[config.mk]
export PLATFORM = sky130hd
export DESIGN_NAME = lswd_front
export DESIGN_NICKNAME = d
export VERILOG_FILES = /design/src/design/lru_with_shift_distance_tracker_defines.svh /design/src/design/lswd_pkg.sv /design/src/design/lswd_front.sv
export SDC_FILE = /design/constraint.sdc
export NUM_CORES = 1
export LEC_CHECK = 0
export ABC_AREA = 1
export BUFFER_PORTS_ARGS = -buffer_cell sky130_fd_sc_hd__buf_2
export CAP_MARGIN = 20
export CELL_PAD_IN_SITES_DETAIL_PLACEMENT = 1
export CELL_PAD_IN_SITES_GLOBAL_PLACEMENT = 1
export CORE_MARGIN = 1
export CORE_UTILIZATION = 38
export DETAILED_ROUTE_END_ITERATION = 12
export PLACE_DENSITY_LB_ADDON = 0.1
export SYNTH_ARGS = -nofsm -noshare
export SYNTH_HDL_FRONTEND = slang
export SYNTH_SLANG_ARGS = --single-unit
export TNS_END_PERCENT = 1
[constraint.sdc]
create_clock -name clk -period 1.6 [get_ports clk]
set_clock_uncertainty 0.05 [all_clocks]
set_input_delay 0.32 -clock clk [delete_from_list [all_inputs] [get_ports clk]]
set_output_delay 0.32 -clock clk [all_outputs]
set_load 0.005 [all_outputs]
[src/design/lru_with_shift_distance_tracker_defines.svh]
// Assertion macros for the LRU tracker.
`ifndef LRU_WITH_SHIFT_DISTANCE_TRACKER_DEFINES_SVH
`define LRU_WITH_SHIFT_DISTANCE_TRACKER_DEFINES_SVH
`ifndef SYNTH
`define LSWD_ASSERT(lbl, prop, msg) \
  lbl: assert property (@(posedge clk) disable iff (rst) prop) else $error(msg);
`define LSWD_ASSERT_NEXT(lbl, pre, post, msg) \
  lbl: assert property (@(posedge clk) disable iff (rst) (pre) |=> (post)) else $error(msg);
`else
`define LSWD_ASSERT(lbl, prop, msg)
`define LSWD_ASSERT_NEXT(lbl, pre, post, msg)
`endif
`endif

[src/design/lswd_pkg.sv]
`timescale 1ns / 1ps
package lswd_pkg;

  localparam int SETS_DEF       = 1024;
  localparam int WAYS_DEF       = 16;
  localparam int WINDOW_MAX_DEF = 8;
  localparam int STAMP_W        = 64;
  localparam int WAY_IDX_W      = 4;
  localparam int SET_IDX_W      = 10;
  localparam int CFG_W          = 4;
  localparam int CFG_IDX_W      = 1;
  localparam int QUEUE_DEPTH    = 2;

  localparam logic [CFG_W-1:0] WINDOW_LENGTH_RESET  = 4'd8;
  localparam logic [CFG_W-1:0] MODE_THRESHOLD_RESET = 4'd3;

  localparam logic [CFG_IDX_W-1:0] REG_WINDOW_LENGTH  = 1'd0;
  localparam logic [CFG_IDX_W-1:0] REG_MODE_THRESHOLD = 1'd1;

  typedef enum logic [1:0] {
    ACT_QUERY  = 2'd0,
    ACT_FILL   = 2'd1,
    ACT_UPDATE = 2'd2,
    ACT_NONE   = 2'd3
  } action_t;

  typedef enum logic [1:0] {
    ST_CLEAR,
    ST_IDLE,
    ST_EXEC,
    ST_SCAN
  } back_state_t;

  typedef struct packed {
    logic [1:0]           action;
    logic [SET_IDX_W-1:0] set_index;
    logic [WAY_IDX_W-1:0] way_index;
    logic                 was_hit;
    logic                 is_write;
  } in_beat_t;

  typedef struct packed {
    logic [WAY_IDX_W-1:0] victim_way;
    logic [WAY_IDX_W-1:0] shift_distance;
    logic                 mode_found;
  } out_beat_t;

  typedef struct packed {
    action_t              action;
    logic [SET_IDX_W-1:0] set;
    logic [WAY_IDX_W-1:0] way;
    logic                 stamp;
  } cmd_t;

  typedef struct packed {
    logic valid;
    cmd_t cmd;
  } queue_head_t;

endpackage

[src/design/lswd_front.sv]
`timescale 1ns / 1ps
module lswd_front #(
  parameter int SETS = lswd_pkg::SETS_DEF,
  parameter int WAYS = lswd_pkg::WAYS_DEF
) (
  input  logic                  clk,
  input  logic                  rst,
  input  logic                  in_valid,
  output logic                  in_stall,
  input  lswd_pkg::in_beat_t    in_data,
  input  logic                  clearing,
  input  logic                  pop,
  output lswd_pkg::queue_head_t head
);

  lswd_pkg::cmd_t q [lswd_pkg::QUEUE_DEPTH];
  logic           wr_ptr;
  logic           rd_ptr;
  logic [1:0]     count;
  logic [1:0]     count_next;
  logic           push;
  logic           way_ok;
  lswd_pkg::cmd_t cmd_in;
  logic [lswd_pkg::SET_IDX_W-1:0] set_red;

  assign in_stall = (count == 2'd2) || clearing;
  assign push     = in_valid && !in_stall;
  assign way_ok   = 32'(in_data.way_index) < WAYS;

  always_comb begin
    set_red = in_data.set_index;
    for (int k = lswd_pkg::SET_IDX_W - 1; k >= 0; k--) begin
      if (32'(set_red) >= (SETS << k)) begin
        set_red = set_red - lswd_pkg::SET_IDX_W'(SETS << k);
      end
    end
  end

  always_comb begin
    cmd_in.action = lswd_pkg::action_t'(in_data.action);
    cmd_in.set    = set_red;
    cmd_in.way    = in_data.way_index;
    case (lswd_pkg::action_t'(in_data.action))
      lswd_pkg::ACT_FILL:   cmd_in.stamp = way_ok;
      lswd_pkg::ACT_UPDATE: cmd_in.stamp = way_ok && in_data.was_hit && !in_data.is_write;
      default:              cmd_in.stamp = 1'b0;
    endcase
  end

  always_comb begin
    case ({push, pop})
      2'b10:   count_next = count + 2'd1;
      2'b01:   count_next = count - 2'd1;
      default: count_next = count;
    endcase
  end

  assign head.valid = count != 2'd0;
  assign head.cmd   = q[rd_ptr];

  always_ff @(posedge clk) begin
    if (rst) begin
      wr_ptr <= 1'b0;
      rd_ptr <= 1'b0;
      count  <= 2'd0;
    end else begin
      count <= count_next;
      if (push) begin
        wr_ptr <= !wr_ptr;
      end
      if (pop) begin
        rd_ptr <= !rd_ptr;
      end
    end
  end

  always_ff @(posedge clk) begin
    if (push) begin
      q[wr_ptr] <= cmd_in;
    end
  end

endmodule

==> flow_summary.html, run 1 <==
<table>
<tr><th>Metric</th><th>Value</th></tr>
<tr><th colspan="2">Critical path</th></tr>
<tr><td>Required time worst endpoint</td><td>1.23 ns</td></tr>
<tr><td>CP endpoint kind</td><td>output pin</td></tr>
<tr><td>Worst Path Class, Setup</td><td>reg2out</td></tr>
<tr><td>CP Launch Type</td><td>flip-flop</td></tr>
<tr><td>Worst Path Max Fanout</td><td>5</td></tr>
<tr><td>Launch instance of the worst register-to-register path</td><td>count[0]$_SDFFE_PP0P_</td></tr>
<tr><td>Worst-case register-to-register setup slack</td><td>0.14 ns</td></tr>
<tr><td>CP arrival</td><td>1.24 ns</td></tr>
<tr><td>Register-to-Register Path Depth</td><td>9</td></tr>
<tr><td>Reg2reg end</td><td>count[1]$_SDFFE_PP0P_</td></tr>
<tr><th colspan="2">Synthesis</th></tr>
<tr><td>Main area contributors after synthesis</td><td>sky130_fd_sc_hd__edfxtp_1 (65%), sky130_fd_sc_hd__mux2_4 (9.5%), sky130_fd_sc_hd__dfxtp_1 (6.3%)</td></tr>
<tr><td>Portion of synthesized cell area occupied by the leading cell type</td><td>64.6%</td></tr>
<tr><td>Cell taking the most area after synthesis</td><td>sky130_fd_sc_hd__edfxtp_1</td></tr>
<tr><td>Async set-or-reset flop fraction in the synthesized netlist</td><td>0%</td></tr>
<tr><td>Number of library cell types mapped by synthesis</td><td>17</td></tr>
<tr><td>Post-Syn Instances</td><td>97</td></tr>
<tr><td>Most used flip-flop cell after synthesis</td><td>sky130_fd_sc_hd__edfxtp_1</td></tr>
<tr><td>Most frequent cells after synthesis</td><td>sky130_fd_sc_hd__edfxtp_1 (34), sky130_fd_sc_hd__inv_1 (11), sky130_fd_sc_hd__mux2_4 (10), sky130_fd_sc_hd__nand2_1 (8), sky130_fd_sc_hd__nor2_1 (8)</td></tr>
<tr><td>Count leader, synth</td><td>sky130_fd_sc_hd__edfxtp_1</td></tr>
<tr><td>Netlist area before placement</td><td>1580 um^2</td></tr>
<tr><td>Post-synthesis register bit count</td><td>39</td></tr>
<tr><td>EDFF count, synth</td><td>34</td></tr>
<tr><td>Synthesized Nets</td><td>123</td></tr>
<tr><td>Yosys warning count</td><td>0</td></tr>
<tr><td>Synth Area per Inst</td><td>16.3 um^2</td></tr>
<tr><td>Seq/Total Area, Yosys</td><td>70.9%</td></tr>
<tr><th colspan="2">Power and ir drop</th></tr>
<tr><td>Power density normalized to cell area</td><td>1090 nW/um^2</td></tr>
<tr><td>Static leakage power</td><td>0.888 nW</td></tr>
<tr><td>Max VDD drop</td><td>0.000668 V</td></tr>
<tr><th colspan="2">STA</th></tr>
<tr><td>Final min period</td><td>1.61 ns</td></tr>
<tr><td>Unrepaired setup endpoints after global routing</td><td>yes</td></tr>
<tr><td>Total count of max-transition violations in the final report</td><td>0</td></tr>
<tr><td>F_max</td><td>0.623 GHz</td></tr>
<tr><td>Hold Violations, Final</td><td>0</td></tr>
<tr><td>Relative max-transition margin</td><td>88.2%</td></tr>
<tr><td>Transition time at the pin with the least slew margin</td><td>0.175 ns</td></tr>
<tr><td>Final setup margin</td><td>-0.00505 ns</td></tr>
<tr><td>Final period util</td><td>100%</td></tr>
<tr><td>Number of setup violations in the final report</td><td>2</td></tr>
<tr><th colspan="2">Layout</th></tr>
<tr><td>Fraction of layout instances using a drive strength above 1</td><td>51.0%</td></tr>
<tr><td>Final net count</td><td>176</td></tr>
<tr><td>Layout Cell Area excl Fill</td><td>2100 um^2</td></tr>
<tr><td>Non-filler instance count after layout</td><td>201</td></tr>
<tr><td>Relative area change from synthesis to final layout</td><td>32.6%</td></tr>
<tr><td>Number of fillers in the final layout</td><td>407</td></tr>
<tr><td>Diode count</td><td>0</td></tr>
<tr><th colspan="2">Status</th></tr>
<tr><td>Failing checks</td><td>setup timing</td></tr>
<tr><td>Run status</td><td>complete, but fails checks</td></tr>
<tr><th colspan="2">Min path</th></tr>
<tr><td>Hold path start</td><td>in_data[6]</td></tr>
<tr><td>Hold Crit Endpoint</td><td>q[1][5]$_DFFE_PP_</td></tr>
<tr><td>Path class of the lowest-slack min-delay path</td><td>in2reg</td></tr>
<tr><td>Hold Path Stages</td><td>1</td></tr>
<tr><th colspan="2">Drt</th></tr>
<tr><td>Vias after detailed routing</td><td>921</td></tr>
<tr><td>Total Routed Length</td><td>2.86 mm</td></tr>
<tr><td>DR vias/cell</td><td>4.58</td></tr>
<tr><td>Starting DRC count in detailed routing</td><td>17</td></tr>
<tr><td>DRT antenna net count</td><td>0</td></tr>
<tr><td>Post-route DRC</td><td>0</td></tr>
<tr><td>Initial DRT Pass Iterations</td><td>2</td></tr>
<tr><td>Average wire length per cell after detail routing</td><td>14.2 um</td></tr>
<tr><th colspan="2">Clock tree</th></tr>
<tr><td>Clock transition at the registers of the reported paths</td><td>0.07 ns</td></tr>
<tr><td>Root Driver</td><td>sky130_fd_sc_hd__clkbuf_8</td></tr>
<tr><td>TritonCTS Buffers</td><td>5</td></tr>
<tr><td>Clock net sink count</td><td>39</td></tr>
<tr><td>Deepest clock path buffer count</td><td>2</td></tr>
<tr><td>Clock insertion delay at the later pin of the skew report</td><td>0.28 ns</td></tr>
<tr><td>CTS tree</td><td>built</td></tr>
<tr><td>CTS H-tree depth</td><td>2</td></tr>
<tr><th colspan="2">GRT</th></tr>
<tr><td>Pin count of the biggest net entering global routing</td><td>13</td></tr>
<tr><td>Total global routing track utilization</td><td>14.5%</td></tr>
<tr><td>Via count of the first global-routing pass</td><td>958</td></tr>
<tr><td>Antenna violations before repair</td><td>0</td></tr>
<tr><td>Remaining global-route overflow</td><td>0</td></tr>
<tr><td>Global-route wire length before repair</td><td>4.39 mm</td></tr>
<tr><th colspan="2">Placed design</th></tr>
<tr><td>Placer congestion estimate</td><td>0.700</td></tr>
<tr><td>Count of placed standard cells including taps</td><td>193</td></tr>
<tr><td>Placed wire-length estimate</td><td>2.06 mm</td></tr>
<tr><td>Post-place instance area</td><td>1870 um^2</td></tr>
<tr><td>Number of I/O port buffers</td><td>41</td></tr>
<tr><th colspan="2">Die</th></tr>
<tr><td>Area enclosed by the die boundary</td><td>4420 um^2</td></tr>
<tr><td>Width of the die</td><td>66.5 um</td></tr>
<tr><td>Starting density of the core</td><td>39.5%</td></tr>
<tr><td>Number of top-level design ports</td><td>42</td></tr>
<tr><td>Standard-cell row count</td><td>23</td></tr>
<tr><td>Core Box Area</td><td>4000 um^2</td></tr>
<tr><td>Die Y</td><td>66.5 um</td></tr>
<tr><th colspan="2">Job</th></tr>
<tr><td># Max-Cap Violations</td><td>0</td></tr>
</table>
[cells by family (layout without fill, tap and decap cells)]
logic type                 Yosys count  count (layout)  share of synthesized area, %
and+or+nand+nor                     21              21                          6.10
muxes                               17              17                          14.5
buffers and inverters               13              67                          4.59
xor gates and xnor gates             1               1                         0.554
adders and majority gates            3               3                          2.38
AOI/OAI and AO/OA                    3               3                         0.950
DFF                                 39              39                          70.9
[worst max-delay path by stage]
stage,start,to,slack [ns],cells past startpoint
after floorplan,count[0]$_SDFFE_PP0P_,q[0][0]$_DFFE_PP_,0.1,4
after global placement,count[0]$_SDFFE_PP0P_,count[1]$_SDFFE_PP0P_,0.24,9
after detailed placement,count[0]$_SDFFE_PP0P_,count[1]$_SDFFE_PP0P_,0.09,9
after CTS,flip-flop,head[1],-0.02,3
after global routing,flip-flop,head[4],-0.05,3
final,flip-flop,head[4],-0.005,3
[what timing repair did]
action / CTS / global route
cloned: 0 / 0
setup endpoints to repair: 17 / 18
setup buffers: 0 / 0
hold buffers: 0 / 0
resized for setup: 16 / 8
[power breakdown]
| part | leakage [nW] | internal, W | switching (W) |
|---|---|---|---|
| Clock | 0.0556 | 0.000456 | 0.000324 |
| Combinational | 0.478 | 0.000193 | 0.000134 |
| Sequential | 0.354 | 0.00116 | 0.0000214 |
| Total | 0.888 | 0.00181 | 0.000479 |
[flip-flops by register name, indices dropped and copies added, names as in the netlist, named ones only]
name / cells
count: 2
q: 34
rd_ptr: 1
wr_ptr: 1
[cells in the final DEF, fill, tap and decap left out, drive strengths merged]
| cell type | n |
|---|---|
| a21oi | 2 |
| buf | 48 |
| bufinv | 1 |
| clkbuf | 5 |
| clkinv | 2 |
| dfxtp | 5 |
| edfxtp | 34 |
| ha | 3 |
| inv | 11 |
| mux2 | 17 |
| nand2 | 8 |
| nand3 | 1 |
| nand3b | 1 |
| nand4 | 2 |
| nor2 | 8 |
| o21ai | 1 |
| or2 | 1 |
| xnor2 | 1 |
[layout make-up]
cell class	instances	area (um^2)	share of cell area, %
multi-input combinational	45	404	19.3
tap	50	62.6	2.99
clock buffer	5	68.8	3.28
clock inverter	3	38.8	1.85
timing repair buffer	48	354	16.9
sequential	39	1130	53.7
inverter	11	41.3	1.97
[critical path, stage by stage, from the launching register on]
cell and delay (ns):
sky130_fd_sc_hd__dfxtp_4 0.37, sky130_fd_sc_hd__buf_6 0.13, sky130_fd_sc_hd__mux2_2 0.32, sky130_fd_sc_hd__buf_2 0.13
[stage by stage]
stage / setup TNS (ns) / setup slack [ns] / hold slack (ns) / util (%) / total power, W
after floorplan: 0 / 0.0967 / 0.342 / - / 0.00136
after global routing: -0.485 / -0.0451 / 0.151 / 52.4 / 0.00238
after global placement: 0 / 0.239 / 0.450 / 46.8 / 0.00147
final: -0.00684 / -0.00505 / 0.166 / 52.4 / 0.00229
after detailed placement: 0 / 0.0946 / 0.453 / 46.8 / 0.00148
after CTS: -0.167 / -0.0230 / 0.156 / 51.3 / 0.00231
[per-layer routing]
| metal | routed length, um | up-vias | part of all wire [%] | global-route usage (%) |
|---|---|---|---|---|
| met5 | 0 | - | 0 | 0 |
| met4 | 57 | 0 | 2.0 | 8.78 |
| met3 | 138 | 6 | 4.8 | 4.28 |
| met2 | 1460 | 32 | 51 | 24.6 |
| met1 | 1200 | 437 | 42 | 16.0 |
| li1 | - | 446 | - | - |
No activity file was read; power rests on OpenSTA's default activity.
==> run 2, diff against run 1 <==
--- a/config.mk
+++ b/config.mk
@@ -14,6 +14,7 @@
 export CORE_UTILIZATION = 38
 export DETAILED_ROUTE_END_ITERATION = 12
 export PLACE_DENSITY_LB_ADDON = 0.1
+export RECOVER_POWER = 50
 export SYNTH_ARGS = -nofsm -noshare
 export SYNTH_HDL_FRONTEND = slang
 export SYNTH_SLANG_ARGS = --single-unit
==> flow_summary.html, run 2 (same netlist as run 1, synthesis figures left out) <==
<table>
<tr><th>Metric</th><th>Value</th></tr>
<tr><th colspan="2">Status</th></tr>
<tr><td>Run status</td><td>complete, but fails checks</td></tr>
<tr><td>Failing checks</td><td>setup timing</td></tr>
<tr><th colspan="2">Drt</th></tr>
<tr><td>DR vias/cell</td><td>4.56 (-0.43%)</td></tr>
<tr><td>Starting DRC count in detailed routing</td><td>20 (+3)</td></tr>
<tr><td>DRT antenna net count</td><td>0 (unchanged)</td></tr>
<tr><td>Average wire length per cell after detail routing</td><td>14.2 um (-0.49%)</td></tr>
<tr><td>Total Routed Length</td><td>2.85 mm (-0.49%)</td></tr>
<tr><td>Vias after detailed routing</td><td>917 (-0.43%)</td></tr>
<tr><td>Post-route DRC</td><td>0 (unchanged)</td></tr>
<tr><td>Initial DRT Pass Iterations</td><td>2 (unchanged)</td></tr>
<tr><th colspan="2">Min path</th></tr>
<tr><td>Path class of the lowest-slack min-delay path</td><td>in2reg</td></tr>
<tr><td>Hold path start</td><td>in_data[6]</td></tr>
<tr><td>Hold Path Stages</td><td>1 (unchanged)</td></tr>
<tr><td>Hold Crit Endpoint</td><td>q[1][5]$_DFFE_PP_</td></tr>
<tr><th colspan="2">STA</th></tr>
<tr><td>Relative max-transition margin</td><td>88.2% (unchanged)</td></tr>
<tr><td>Final setup margin</td><td>-0.00485 ns (+0.000204 ns)</td></tr>
<tr><td>Unrepaired setup endpoints after global routing</td><td>yes</td></tr>
<tr><td>Transition time at the pin with the least slew margin</td><td>0.175 ns (unchanged)</td></tr>
<tr><td>Total count of max-transition violations in the final report</td><td>0 (unchanged)</td></tr>
<tr><td>Number of setup violations in the final report</td><td>2 (unchanged)</td></tr>
<tr><td>Final min period</td><td>1.60 ns (-0.000204 ns)</td></tr>
<tr><td>F_max</td><td>0.623 GHz (about the same)</td></tr>
<tr><td>Hold Violations, Final</td><td>0 (unchanged)</td></tr>
<tr><td>Final period util</td><td>100% (about the same)</td></tr>
<tr><th colspan="2">Critical path</th></tr>
<tr><td>Register-to-Register Path Depth</td><td>9 (unchanged)</td></tr>
<tr><td>CP arrival</td><td>1.23 ns (about the same)</td></tr>
<tr><td>Worst Path Class, Setup</td><td>reg2out</td></tr>
<tr><td>Launch instance of the worst register-to-register path</td><td>count[0]$_SDFFE_PP0P_</td></tr>
<tr><td>CP Launch Type</td><td>flip-flop</td></tr>
<tr><td>Required time worst endpoint</td><td>1.23 ns (about the same)</td></tr>
<tr><td>Worst Path Max Fanout</td><td>5 (unchanged)</td></tr>
<tr><td>Reg2reg end</td><td>count[1]$_SDFFE_PP0P_</td></tr>
<tr><td>CP endpoint kind</td><td>output pin</td></tr>
<tr><td>Worst-case register-to-register setup slack</td><td>0.11 ns (-0.03 ns)</td></tr>
<tr><th colspan="2">Die</th></tr>
<tr><td>Width of the die</td><td>66.5 um (unchanged)</td></tr>
<tr><td>Core Box Area</td><td>4000 um^2 (unchanged)</td></tr>
<tr><td>Starting density of the core</td><td>39.5% (unchanged)</td></tr>
<tr><td>Number of top-level design ports</td><td>42 (unchanged)</td></tr>
<tr><td>Area enclosed by the die boundary</td><td>4420 um^2 (unchanged)</td></tr>
<tr><td>Die Y</td><td>66.5 um (unchanged)</td></tr>
<tr><td>Standard-cell row count</td><td>23 (unchanged)</td></tr>
<tr><th colspan="2">Power and ir drop</th></tr>
<tr><td>Power density normalized to cell area</td><td>1100 nW/um^2 (+0.48%)</td></tr>
<tr><td>Max VDD drop</td><td>0.000668 V (about the same)</td></tr>
<tr><td>Tot Pwr</td><td>0.00228 W (-0.24%)</td></tr>
<tr><td>Static leakage power</td><td>0.864 nW (-2.7%)</td></tr>
<tr><th colspan="2">Layout</th></tr>
<tr><td>Register with the most flip-flops</td><td>q</td></tr>
<tr><td>Layout Cell Area excl Fill</td><td>2080 um^2 (-0.72%)</td></tr>
<tr><td>Fraction of layout instances using a drive strength above 1</td><td>45.0% (-6.0 points)</td></tr>
<tr><td>Final net count</td><td>176 (unchanged)</td></tr>
<tr><td>Diode count</td><td>0 (unchanged)</td></tr>
<tr><td>Relative area change from synthesis to final layout</td><td>31.7%</td></tr>
<tr><td>Registers with the most flip-flops</td><td>q: 34 flops, count: 2 flops</td></tr>
<tr><td>Max reg flops</td><td>34 (unchanged)</td></tr>
<tr><td>Number of fillers in the final layout</td><td>411 (+0.98%)</td></tr>
<tr><td>Non-filler instance count after layout</td><td>201 (unchanged)</td></tr>
<tr><td>Most used cells in the layout excluding fill and tap cells</td><td>sky130_fd_sc_hd__edfxtp_1 (34), sky130_fd_sc_hd__buf_2 (20), sky130_fd_sc_hd__buf_6 (15)</td></tr>
<tr><td>Most frequent standard cell in the layout excluding fill and tap cells</td><td>sky130_fd_sc_hd__edfxtp_1</td></tr>
<tr><td>Sequential cell area in the final layout</td><td>1130 um^2 (unchanged)</td></tr>
<tr><td>Total area of multi-input combinational cells</td><td>399 um^2 (-1.2%)</td></tr>
<tr><th colspan="2">Placed design</th></tr>
<tr><td>Setup Slack @ Placement</td><td>0.0946 ns (unchanged)</td></tr>
<tr><td>Placer congestion estimate</td><td>0.700 (unchanged)</td></tr>
<tr><td>Number of I/O port buffers</td><td>41 (unchanged)</td></tr>
<tr><td>Post-place instance area</td><td>1870 um^2 (unchanged)</td></tr>
<tr><td>Placed wire-length estimate</td><td>2.06 mm (unchanged)</td></tr>
<tr><td>Count of placed standard cells including taps</td><td>193 (unchanged)</td></tr>
<tr><th colspan="2">Clock tree</th></tr>
<tr><td>CTS H-tree depth</td><td>2 (unchanged)</td></tr>
<tr><td>Clock insertion delay at the later pin of the skew report</td><td>0.28 ns (about the same)</td></tr>
<tr><td>TritonCTS Buffers</td><td>5 (unchanged)</td></tr>
<tr><td>Clock net sink count</td><td>39 (unchanged)</td></tr>
<tr><td>Clock transition at the registers of the reported paths</td><td>0.07 ns (about the same)</td></tr>
<tr><td>Post-CTS repair timing setup buffer count</td><td>0 (unchanged)</td></tr>
<tr><td>Deepest clock path buffer count</td><td>2 (unchanged)</td></tr>
<tr><td>CTS tree</td><td>built</td></tr>
<tr><td>Root Driver</td><td>sky130_fd_sc_hd__clkbuf_8</td></tr>
<tr><th colspan="2">GRT</th></tr>
<tr><td>Pin count of the biggest net entering global routing</td><td>13 (unchanged)</td></tr>
<tr><td>Via count of the first global-routing pass</td><td>958 (unchanged)</td></tr>
<tr><td>Remaining global-route overflow</td><td>0 (unchanged)</td></tr>
<tr><td>Global-route wire length before repair</td><td>4.39 mm (unchanged)</td></tr>
<tr><td>Antenna violations before repair</td><td>0 (unchanged)</td></tr>
<tr><td>Total global routing track utilization</td><td>14.5% (unchanged)</td></tr>
<tr><th colspan="2">Job</th></tr>
<tr><td># Max-Cap Violations</td><td>0 (unchanged)</td></tr>
</table>
run 2: cell count changes in the layout (fill, tap and decap cells not counted):
cell | before | now
sky130_fd_sc_hd__nand3_2 | 1 | 0
sky130_fd_sc_hd__buf_2 | 28 | 20
sky130_fd_sc_hd__clkbuf_1 | 0 | 8
sky130_fd_sc_hd__nand3_1 | 0 | 1
run 2: worst max-delay path by stage:
stage	end	slack, ns	cells after the start	start
floorplan	q[0][0]$_DFFE_PP_	0.1	4	count[0]$_SDFFE_PP0P_
global placement	count[1]$_SDFFE_PP0P_	0.24	9	count[0]$_SDFFE_PP0P_
detailed placement	count[1]$_SDFFE_PP0P_	0.09	9	count[0]$_SDFFE_PP0P_
CTS	head[1]	-0.02	3	flip-flop
global route	head[4]	-0.05	3	flip-flop
finish	head[4]	-0.005	3	flip-flop
run 2: routing by layer:
layer,vias up,GRT usage [%],part of all wire [%]
met4,0,8.78,2.0
met2,32,24.6,51
met3,6,4.28,4.8
met1,433,16.0,42
met5,-,0,0
li1,446,-,-
run 2: layout make-up:
type	instances	area share (%)
Sequential cell	39	54.1
Clock inverter	3	1.86
Clock buffer	5	3.31
Tap cell	50	3.01
Multi-Input combinational cell	45	19.2
Inverter	11	1.98
Timing Repair Buffer	48	16.5
run 2: repair_timing:
action | 4_1_cts | 5_1_grt
gates cloned | 0 | 0
gates resized for setup | 16 | 8
hold buffers | 0 | 0
endpoints found under the setup margin | 17 | 18
run 2: where the power goes:
| part | leakage (nW) | switching (W) | internal, W |
|---|---|---|---|
| Combinational | 0.455 | 0.000133 | 0.000189 |
| Sequential | 0.354 | 0.0000214 | 0.00116 |
| Clock | 0.0556 | 0.000322 | 0.000456 |
| Total | 0.864 | 0.000477 | 0.00180 |
run 2: worst max-delay path, cell delays in order, from the launching register on:
cell                      delay, ns
sky130_fd_sc_hd__dfxtp_4       0.37
sky130_fd_sc_hd__buf_6         0.13
sky130_fd_sc_hd__mux2_2        0.32
sky130_fd_sc_hd__buf_2         0.13
run 2: stage by stage:
step	hold WS [ns]	utilization [%]	TNS [ns]
after floorplan	0.342	-	0
after global placement	0.450	46.8	0
after detailed placement	0.453	46.8	0
after CTS	0.156	51.3	-0.167
after global routing	0.151	52.0	-0.521
final	0.166	52.0	-0.00643
